===== src/rtl/tmtw_pkg.sv =====
// ----------------------------------------------------------------------------
// tmtw_pkg
// Shared types and constants of the text-mode terminal writer: default
// screen size, cell encoding, item modes and controller states.
// ----------------------------------------------------------------------------
package tmtw_pkg;

    // Default screen geometry
    localparam int DEF_COLUMNS = 80;
    localparam int DEF_ROWS    = 25;

    // Cell encoding: attribute in the high byte, character in the low byte
    localparam logic [3:0] COLOR_BLACK      = 4'd0;
    localparam logic [3:0] COLOR_LIGHT_GREY = 4'd7;
    localparam logic [7:0] CHAR_SPACE       = 8'h20;
    localparam logic [7:0] NEWLINE_CODE     = 8'd10;
    localparam logic [7:0] ATTR_RESET       = {COLOR_BLACK, COLOR_LIGHT_GREY};
    localparam logic [15:0] BLANK_CELL      = {COLOR_BLACK, COLOR_LIGHT_GREY, CHAR_SPACE};

    // Item modes
    typedef enum logic [1:0] {
        MODE_PUT   = 2'd0,
        MODE_CLEAR = 2'd1,
        MODE_READ  = 2'd2
    } t_mode;

    // Controller states
    typedef enum logic [2:0] {
        ST_INIT,
        ST_IDLE,
        ST_PUT,
        ST_COPY,
        ST_BLANK,
        ST_CLEAR,
        ST_READ,
        ST_DONE
    } t_state;

endpackage


===== src/rtl/tmtw_ctrl.sv =====
// ----------------------------------------------------------------------------
// tmtw_ctrl
// Sequencer of the terminal writer: cursor registers, item decode, cell
// writes, scroll copy, blank and clear sweeps, and the result register.
// ----------------------------------------------------------------------------
module tmtw_ctrl
    import tmtw_pkg::*;
#(
    parameter int COLUMNS = DEF_COLUMNS,
    parameter int ROWS    = DEF_ROWS,
    localparam int CELLS  = ROWS * COLUMNS,
    localparam int IDX_W  = $clog2(CELLS),
    localparam int ROW_W  = $clog2(ROWS + 1),
    localparam int COL_W  = $clog2(COLUMNS)
) (
    input  logic             i_clk,
    input  logic             i_rst_n,
    // item channel
    input  logic             start,
    output logic             busy,
    input  logic [1:0]       i_mode,
    input  logic [7:0]       i_char_code,
    input  logic [IDX_W-1:0] i_read_index,
    input  logic [7:0]       i_color_attr,
    // cell store
    output logic             o_ram_we,
    output logic [IDX_W-1:0] o_ram_waddr,
    output logic [15:0]      o_ram_wdata,
    output logic [IDX_W-1:0] o_ram_raddr,
    input  logic [15:0]      i_ram_rdata,
    // result channel
    output logic             o_strobe,
    output logic [IDX_W-1:0] o_written_index,
    output logic             o_wrote_cell,
    output logic             o_scrolled,
    output logic [ROW_W-1:0] o_cursor_row,
    output logic [COL_W-1:0] o_cursor_column,
    output logic [15:0]      o_read_data
);

    localparam logic [IDX_W-1:0] LAST_IDX  = IDX_W'(CELLS - 1);
    localparam logic [IDX_W-1:0] COPY_LAST = IDX_W'((ROWS - 1) * COLUMNS - 1);
    localparam logic [IDX_W-1:0] ROW_STEP  = IDX_W'(COLUMNS);
    localparam logic [ROW_W-1:0] ROW_PEND  = ROW_W'(ROWS);
    localparam logic [ROW_W-1:0] ROW_LAST  = ROW_W'(ROWS - 1);
    localparam logic [COL_W-1:0] COL_LAST  = COL_W'(COLUMNS - 1);

    t_state           r_state, n_state;
    logic [1:0]       r_mode, n_mode;
    logic [7:0]       r_code, n_code;
    logic [IDX_W-1:0] r_ridx, n_ridx;
    logic [ROW_W-1:0] r_row, n_row;
    logic [COL_W-1:0] r_col, n_col;
    logic [IDX_W-1:0] r_ptr, n_ptr;
    logic             r_ret, n_ret;
    logic             r_scrolled, n_scrolled;
    logic [IDX_W-1:0] r_widx, n_widx;
    logic             r_wrote, n_wrote;
    // write stage: registered to line up with the registered read data in a copy
    logic             r_we, n_we;
    logic [IDX_W-1:0] r_waddr, n_waddr;
    logic             r_wsrc, n_wsrc;
    logic [15:0]      r_wdata, n_wdata;
    // result register
    logic             r_strobe, n_strobe;
    logic [IDX_W-1:0] r_o_widx, n_o_widx;
    logic             r_o_wrote, n_o_wrote;
    logic             r_o_scr, n_o_scr;
    logic [ROW_W-1:0] r_o_row, n_o_row;
    logic [COL_W-1:0] r_o_col, n_o_col;
    logic [15:0]      r_o_rdata, n_o_rdata;

    logic [IDX_W-1:0] cur_idx;
    logic             read_in_range;
    logic             accept;

    assign accept        = start && (r_state == ST_IDLE);
    assign cur_idx       = IDX_W'(r_row) * ROW_STEP + IDX_W'(r_col);
    assign read_in_range = {1'b0, r_ridx} < (IDX_W + 1)'(CELLS);

    // Next state
    always_comb begin
        n_state = r_state;
        unique case (r_state)
            ST_INIT: begin
                if (r_ptr == LAST_IDX) n_state = ST_IDLE;
            end
            ST_IDLE: begin
                if (start) begin
                    case (i_mode)
                        MODE_PUT:   n_state = ST_PUT;
                        MODE_CLEAR: n_state = ST_CLEAR;
                        MODE_READ:  n_state = ST_READ;
                        default:    n_state = ST_DONE;
                    endcase
                end
            end
            ST_PUT: begin
                if (r_row == ROW_PEND) begin
                    n_state = ST_COPY;
                end else if (r_code == NEWLINE_CODE && r_row == ROW_LAST) begin
                    n_state = ST_COPY;
                end else begin
                    n_state = ST_DONE;
                end
            end
            ST_COPY: begin
                if (r_ptr == COPY_LAST) n_state = ST_BLANK;
            end
            ST_BLANK: begin
                if (r_ptr == LAST_IDX) n_state = r_ret ? ST_PUT : ST_DONE;
            end
            ST_CLEAR: begin
                if (r_ptr == LAST_IDX) n_state = ST_DONE;
            end
            ST_READ:  n_state = ST_DONE;
            ST_DONE:  n_state = ST_IDLE;
            default:  n_state = ST_INIT;
        endcase
    end

    // Datapath and outputs
    always_comb begin
        n_mode     = r_mode;
        n_code     = r_code;
        n_ridx     = r_ridx;
        n_row      = r_row;
        n_col      = r_col;
        n_ptr      = r_ptr;
        n_ret      = r_ret;
        n_scrolled = r_scrolled;
        n_widx     = r_widx;
        n_wrote    = r_wrote;
        n_we       = 1'b0;
        n_waddr    = r_ptr;
        n_wsrc     = 1'b0;
        n_wdata    = BLANK_CELL;
        n_strobe   = 1'b0;
        n_o_widx   = r_o_widx;
        n_o_wrote  = r_o_wrote;
        n_o_scr    = r_o_scr;
        n_o_row    = r_o_row;
        n_o_col    = r_o_col;
        n_o_rdata  = r_o_rdata;
        unique case (r_state)
            ST_INIT, ST_CLEAR: begin
                // sweep blanks over the whole store
                n_we  = 1'b1;
                n_ptr = r_ptr + 1'b1;
            end
            ST_IDLE: begin
                // latch the item
                if (accept) begin
                    n_mode     = i_mode;
                    n_code     = i_char_code;
                    n_ridx     = i_read_index;
                    n_ptr      = '0;
                    n_scrolled = 1'b0;
                    n_widx     = '0;
                    n_wrote    = 1'b0;
                end
            end
            ST_PUT: begin
                if (r_row == ROW_PEND) begin
                    // pending row: scroll first, then redo the put
                    n_ptr = '0;
                    n_ret = 1'b1;
                end else if (r_code == NEWLINE_CODE) begin
                    n_col = '0;
                    n_ptr = '0;
                    n_ret = 1'b0;
                    if (r_row != ROW_LAST) n_row = r_row + 1'b1;
                end else begin
                    // store the cell and advance the cursor
                    n_we    = 1'b1;
                    n_waddr = cur_idx;
                    n_wdata = {i_color_attr, r_code};
                    n_widx  = cur_idx;
                    n_wrote = 1'b1;
                    if (r_col == COL_LAST) begin
                        n_col = '0;
                        n_row = r_row + 1'b1;
                    end else begin
                        n_col = r_col + 1'b1;
                    end
                end
            end
            ST_COPY: begin
                // move each cell up one row, read one row ahead
                n_we    = 1'b1;
                n_wsrc  = 1'b1;
                n_ptr   = r_ptr + 1'b1;
            end
            ST_BLANK: begin
                // blank the last row
                n_we  = 1'b1;
                n_ptr = r_ptr + 1'b1;
                if (r_ptr == LAST_IDX) begin
                    n_row      = ROW_LAST;
                    n_scrolled = 1'b1;
                    n_ptr      = '0;
                end
            end
            ST_READ: begin
                n_ptr = r_ptr;
            end
            ST_DONE: begin
                // load the result
                n_strobe  = 1'b1;
                n_o_widx  = r_widx;
                n_o_wrote = r_wrote;
                n_o_scr   = r_scrolled;
                n_o_row   = r_row;
                n_o_col   = r_col;
                n_o_rdata = (r_mode == MODE_READ && read_in_range) ? i_ram_rdata : '0;
            end
            default: begin
                n_ptr = '0;
            end
        endcase
    end

    // Control registers
    always_ff @(posedge i_clk) begin
        if (!i_rst_n) begin
            r_state  <= ST_INIT;
            r_ptr    <= '0;
            r_row    <= '0;
            r_col    <= '0;
            r_we     <= 1'b0;
            r_strobe <= 1'b0;
        end else begin
            r_state  <= n_state;
            r_ptr    <= n_ptr;
            r_row    <= n_row;
            r_col    <= n_col;
            r_we     <= n_we;
            r_strobe <= n_strobe;
        end
    end

    // Payload registers
    always_ff @(posedge i_clk) begin
        r_mode     <= n_mode;
        r_code     <= n_code;
        r_ridx     <= n_ridx;
        r_ret      <= n_ret;
        r_scrolled <= n_scrolled;
        r_widx     <= n_widx;
        r_wrote    <= n_wrote;
        r_waddr    <= n_waddr;
        r_wsrc     <= n_wsrc;
        r_wdata    <= n_wdata;
        r_o_widx   <= n_o_widx;
        r_o_wrote  <= n_o_wrote;
        r_o_scr    <= n_o_scr;
        r_o_row    <= n_o_row;
        r_o_col    <= n_o_col;
        r_o_rdata  <= n_o_rdata;
    end

    // Memory ports
    assign o_ram_we    = r_we;
    assign o_ram_waddr = r_waddr;
    assign o_ram_wdata = r_wsrc ? i_ram_rdata : r_wdata;
    assign o_ram_raddr = (r_state == ST_READ) ? r_ridx : (r_ptr + ROW_STEP);

    assign busy            = (r_state != ST_IDLE);
    assign o_strobe        = r_strobe;
    assign o_written_index = r_o_widx;
    assign o_wrote_cell    = r_o_wrote;
    assign o_scrolled      = r_o_scr;
    assign o_cursor_row    = r_o_row;
    assign o_cursor_column = r_o_col;
    assign o_read_data     = r_o_rdata;

endmodule


===== config.mk =====
export PLATFORM = sky130hd
export DESIGN_NAME = tmtw_ctrl
export DESIGN_NICKNAME = d
export VERILOG_FILES = /design/src/rtl/tmtw_pkg.sv /design/src/rtl/tmtw_ctrl.sv
export SDC_FILE = /design/constraint.sdc
export NUM_CORES = 1
export LEC_CHECK = 0
export BUFFER_PORTS_ARGS = -buffer_cell sky130_fd_sc_hd__buf_2
export CAP_MARGIN = 30
export CORE_MARGIN = 2
export CORE_UTILIZATION = 40
export CTS_CLUSTER_DIAMETER = 150
export DETAILED_ROUTE_END_ITERATION = 8
export PLACE_DENSITY = 0.73
export SKIP_CTS_REPAIR_TIMING = 1
export SYNTH_ARGS = -nofsm -noshare
export SYNTH_HDL_FRONTEND = slang
export SYNTH_SLANG_ARGS = --single-unit

===== constraint.sdc =====
create_clock -name i_clk -period 5.8 [get_ports i_clk]
set_input_delay 1.16 -clock i_clk [delete_from_list [all_inputs] [get_ports i_clk]]
set_output_delay 1.16 -clock i_clk [all_outputs]
set_load 0.02 [all_outputs]

## Word-level counts from Yosys, hierarchy flattened

Index checks and enable logic that the tools add are counted.
Widths: inputs -> output; s select.

| word-level totals | value |
|---|---|
| register bits | 132 |
| bits in latches | 0 |
| bits in writable memories | 0 |
| bits in read-only memories | 0 |
| input bits | 48 |
| output and inout port bits | 82 |
| word-level logic and storage cells | 124 |
| memories kept | 0 |

| cells by class | value |
|---|---|
| add/sub/neg operators | 5 |
| $mul | 1 |
| divide/modulo/power cells | 0 |
| $lt $le $gt $ge | 1 |
| equality and inequality tests | 29 |
| shifts and indexed selects | 0 |
| multiplexer cells | 43 |
| bitwise operators | 2 |
| reductions and logical operators | 21 |

Operators with widths:

| kind | count |
|---|---|
| $mux 11 | 10 |
| $pmux 11 s4 | 1 |
| $mux 5 | 5 |
| $mux 3 | 8 |
| $pmux 3 s8 | 1 |
| $eq 11x11->1 const B | 2 |
| $pmux 11 s2 | 1 |
| $mux 16 | 1 |
| $ne 2x2->1 const B | 8 |
| $mux 7 | 2 |
| $eq 3x3->1 const B | 4 |
| $add 11x1->11 const B | 1 |
| $add 11x7->11 | 1 |
| $add 11x7->11 const B | 1 |
| $lt 11x11->1 const B | 1 |
| $eq 5x5->1 const B | 2 |
| $pmux 5 s2 | 1 |
| $reduce_and 5->1 | 2 |
| $mux 1 | 9 |
| $ne 3x3->1 const B | 3 |
| $pmux 3 s3 | 1 |
| $eq 8x4->1 const B | 1 |
| $reduce_bool 2->1 | 4 |
| $add 7x1->7 const B | 1 |
| other kinds (20) | 31 |

## Depth between registers and ports, before layout

| logic depth | value |
|---|---|
| word-level depth | 5 |
| gate-level depth with buffers | 9 |
| mapped depth without buffers | 8 |

## Worst setup path before layout

OpenSTA, ideal clock, no wires.

| timing | value |
|---|---|
| path kind | register to output |
| start point | reg r_state[0] |
| end point | out o_ram_raddr[6] |
| arrival time | 1.571 ns |
| data required time | 4.640 ns |
| slack | 3.069 ns |
| cell stages (with the launch flop) | 7 |
| buffers on the path | 2 |
| cells stage by stage | dfxtp_1 -> clkbuf_1 -> inv_1 -> nand3_1 -> clkbuf_1 -> nor2_1 -> a21oi_1 |

| between the ends | value |
|---|---|
| cells in the longest elaborated chain, start to end | 2 |

RTL lines:

| element | line | RTL |
|---|---|---|
| from (decl) | tmtw_ctrl.sv:48 | `t_state r_state, n_state;` |
| from (signal assigned) | tmtw_ctrl.sv:233 | `r_state <= n_state;` |
| $eq 3x3->1 | tmtw_ctrl.sv:266 | `assign o_ram_raddr = (r_state == ST_READ) ? r_ridx : (r_ptr + ROW_STEP);` |
| $mux 11 | tmtw_ctrl.sv:266 |  |
| to (decl) | tmtw_ctrl.sv:29 | `output logic [IDX_W-1:0] o_ram_raddr,` |

No other way between the ends.

## Final worst setup path

| timing | value |
|---|---|
| start point | reg r_state[1] |
| end point | out o_ram_raddr[0] |

The elaborated chain is that of the path after synthesis.

==> reports/qor.yml <==
cts:
  cts_max_level: 4
  numCtsBuffers: 17
  cts_buffer_depth: 2
  clock_sinks: 132
  clock_latency_ns: 0.42
  cts_tree: "done"
  clk_pin_slew_ns: 0.06
  cts_root_buf: "clkbuf_16"
grt:
  grt_pass1_vias: 3763
  grt_max_degree: 44
  overflow: 0
  grt_use_total_pct: 16.6
  grt_pass1_wl_um: 18600
  antenna_found_initial: 0
die:
  die_w_um: 122
  ioPinCount: 130
  start_util_pct: 40.5
  die_area_um2: 14900
  core.rowCount: 43
  die_y_um: 122
  core_um2: 13700
finish:
  multiInputGateArea_um2: 2040
  final_cell_mix: "buf_2 (130), edfxtp_1 (76), dfxtp_1 (56), and2_1 (39), nor2_1 (37)"
  layout_commonest_cell: "buf_2"
  utilization_pct: 51.0
  layoutNonFillerInstCount: 784
  fin_area_um2: 7000
  n_fill_cell: 1237
  final_nets: 657
  seqCellArea_um2: 3400
  drive_above_1_share_pct: 31.3
  syn_to_final_growth_pct: 25.9
  n_antenna_cell: 0
place:
  dpl_cell_area_um2: 6370
  hpwl_um: 8730
  pre_cts_ws_ns: 2.57
  dp_cells: 752
  io_buffers: 129
  gp_congestion: 0.837
power:
  power_density_nw_per_um2: 307
  power_mw: 2.15
  p_leak_nw: 2.77
  irDropWorstVdd_mv: 0.173
timing:
  slew_headroom_pct: 35.4
  finalCriticalPeriod_ns: 3.38
  grt_setup_unrepaired: "false"
  timing.fmax_mhz: 296
  drv_slew: 0
  setup_tns_ns: 0
  hold_ws_ns: 0.417
  period_share_pct: 58.3
  worst_pin_slew_ns: 0.969
  skew_ns: 0.00923
  timing.final.ws_setup_ns: 2.42
  hold_violations: 0
  finalSetupViolCount: 0
drt:
  drt_iter0_drc: 209
  ant_nets: 0
  vias: 3938
  wirelength_um: 12000
  drcViolationCount: 0
  viasPerCell: 5.02
  routedWlPerCell_um: 15.3
  first_pass_iters: 5
flow_run:
  drv_cap: 0
critical_path:
  critPathSlowestCell: "dfxtp_1"
  cp.arrival_ns: 2.22
  startpoint_type: "flip-flop"
  critPathMaxFanout: 17
  endpoint_kind: "primary output"
  cp.required_ns: 4.64
  cpPeakStageDelay_ns: 0.60
  critPathKind: "reg2out"
  path_cells: "nand3_1 > mux2_2 > buf_2"
outcome:
  status: "finished, final reports clean"
min_path:
  worstHoldPathType: "reg2reg"
yosys:
  synth_edf_count: 76
  ys_seq_area_share_pct: 61.2
  synthArstFlopShare_pct: 0
  synthDistinctLibCells: 56
  synth_area_per_cell_um2: 12.0
  syn_nets: 528
  synth_seq_cells: 132
  synth_flop_cell: "edfxtp_1"
  yosysWarnings: 0
  synthCells: 462
  synth_area_um2: 5560
[report_power, final]
| part | switching (mW) | internal [mW] | total (mW) |
|---|---|---|---|
| Clock | 0.402 | 0.718 | 1.12 |
| Combinational | 0.0210 | 0.0197 | 0.0406 |
| Sequential | 0.00320 | 0.987 | 0.990 |
| Total | 0.426 | 1.72 | 2.15 |
[path summary, 6_finish.rpt]
| check | from | endpoint | slack (ns) | cells after the start |
|---|---|---|---|---|
| setup / recovery | r_state[1]$_SDFFE_PN0P_ | o_ram_raddr[0] | 2.42 | 3 |
| hold / removal | r_widx[0]$_SDFFCE_PN0P_ | o_written_index[0]$_DFFE_PP_ | 0.42 | 0 |
| setup reg to reg | r_state[1]$_SDFFE_PN0P_ | r_col[2]$_SDFFE_PN0P_ | 2.56 | 6 |
| hold reg to reg | r_widx[0]$_SDFFCE_PN0P_ | o_written_index[0]$_DFFE_PP_ | 0.42 | 0 |
[per-layer routing]
layer | share of wire, % | global-route usage [%] | vias up
li1 | - | - | 1922
met4 | 2.7 | 8.12 | 0
met3 | 6.7 | 5.57 | 30
met1 | 42 | 20.4 | 1837
met5 | 0 | 0 | -
met2 | 48 | 26.4 | 149
[logic make-up (layout without fill, tap and decap cells)]
| kind of cell | after synthesis | after routing | synth area share, % |
|---|---|---|---|
| xor+xnor | 28 | 28 | 4.41 |
| compound gates | 64 | 64 | 7.42 |
| simple gates | 165 | 165 | 15.7 |
| flops | 132 | 132 | 61.2 |
| buf+inv | 31 | 173 | 2.11 |
| fa+ha+maj | 18 | 18 | 4.32 |
| mux | 24 | 24 | 4.79 |
[critical path, delay by kind of cell (launching register included)]
| kind | cells | cell delay [ns] |
|---|---|---|
| DFF | 1 | 0.60 |
| and+or+nand+nor | 1 | 0.57 |
| muxes | 1 | 0.47 |
| buffers and inverters | 1 | 0.16 |
[state kept, by name, summed over array words and instances (netlist names), 7 cells and up]
signal           flops
r_widx              11
r_code               8
o_read_data         16
o_cursor_column      7
o_written_index     11
r_ridx              11
o_ram_waddr         11
r_ptr               11
r_col                7
r_wdata             16
[synthesized netlist by cell type, drive strengths merged, types with 4 or more instances]
cell / n / share of area (%)
a21oi: 15 / 1.3
ha: 16 / 3.6
edfxtp: 76 / 41
nand2: 31 / 2.1
nor3: 6 / 0.54
nor4: 4 / 0.45
and2: 39 / 4.4
inv: 9 / 0.61
o211ai: 5 / 0.67
o21ai: 18 / 1.6
or3: 4 / 0.45
dfxtp: 56 / 20
nand3: 16 / 1.4
mux2: 21 / 4.3
clkbuf: 20 / 1.3
and3: 4 / 0.45
xor2: 18 / 2.8
nand2b: 4 / 0.45
a21boi: 4 / 0.54
xnor2: 10 / 1.6
nor2: 38 / 2.6
[area by class of cell]
type	count	share of cell area (%)
Clock buffer	19	6.63
Sequential cell	132	48.6
Multi-Input combinational cell	299	29.2
Timing Repair Buffer	132	9.51
Clock inverter	13	2.41
Inverter	9	0.482
Tap cell	180	3.22
Power figures use the tool's default switching activity.
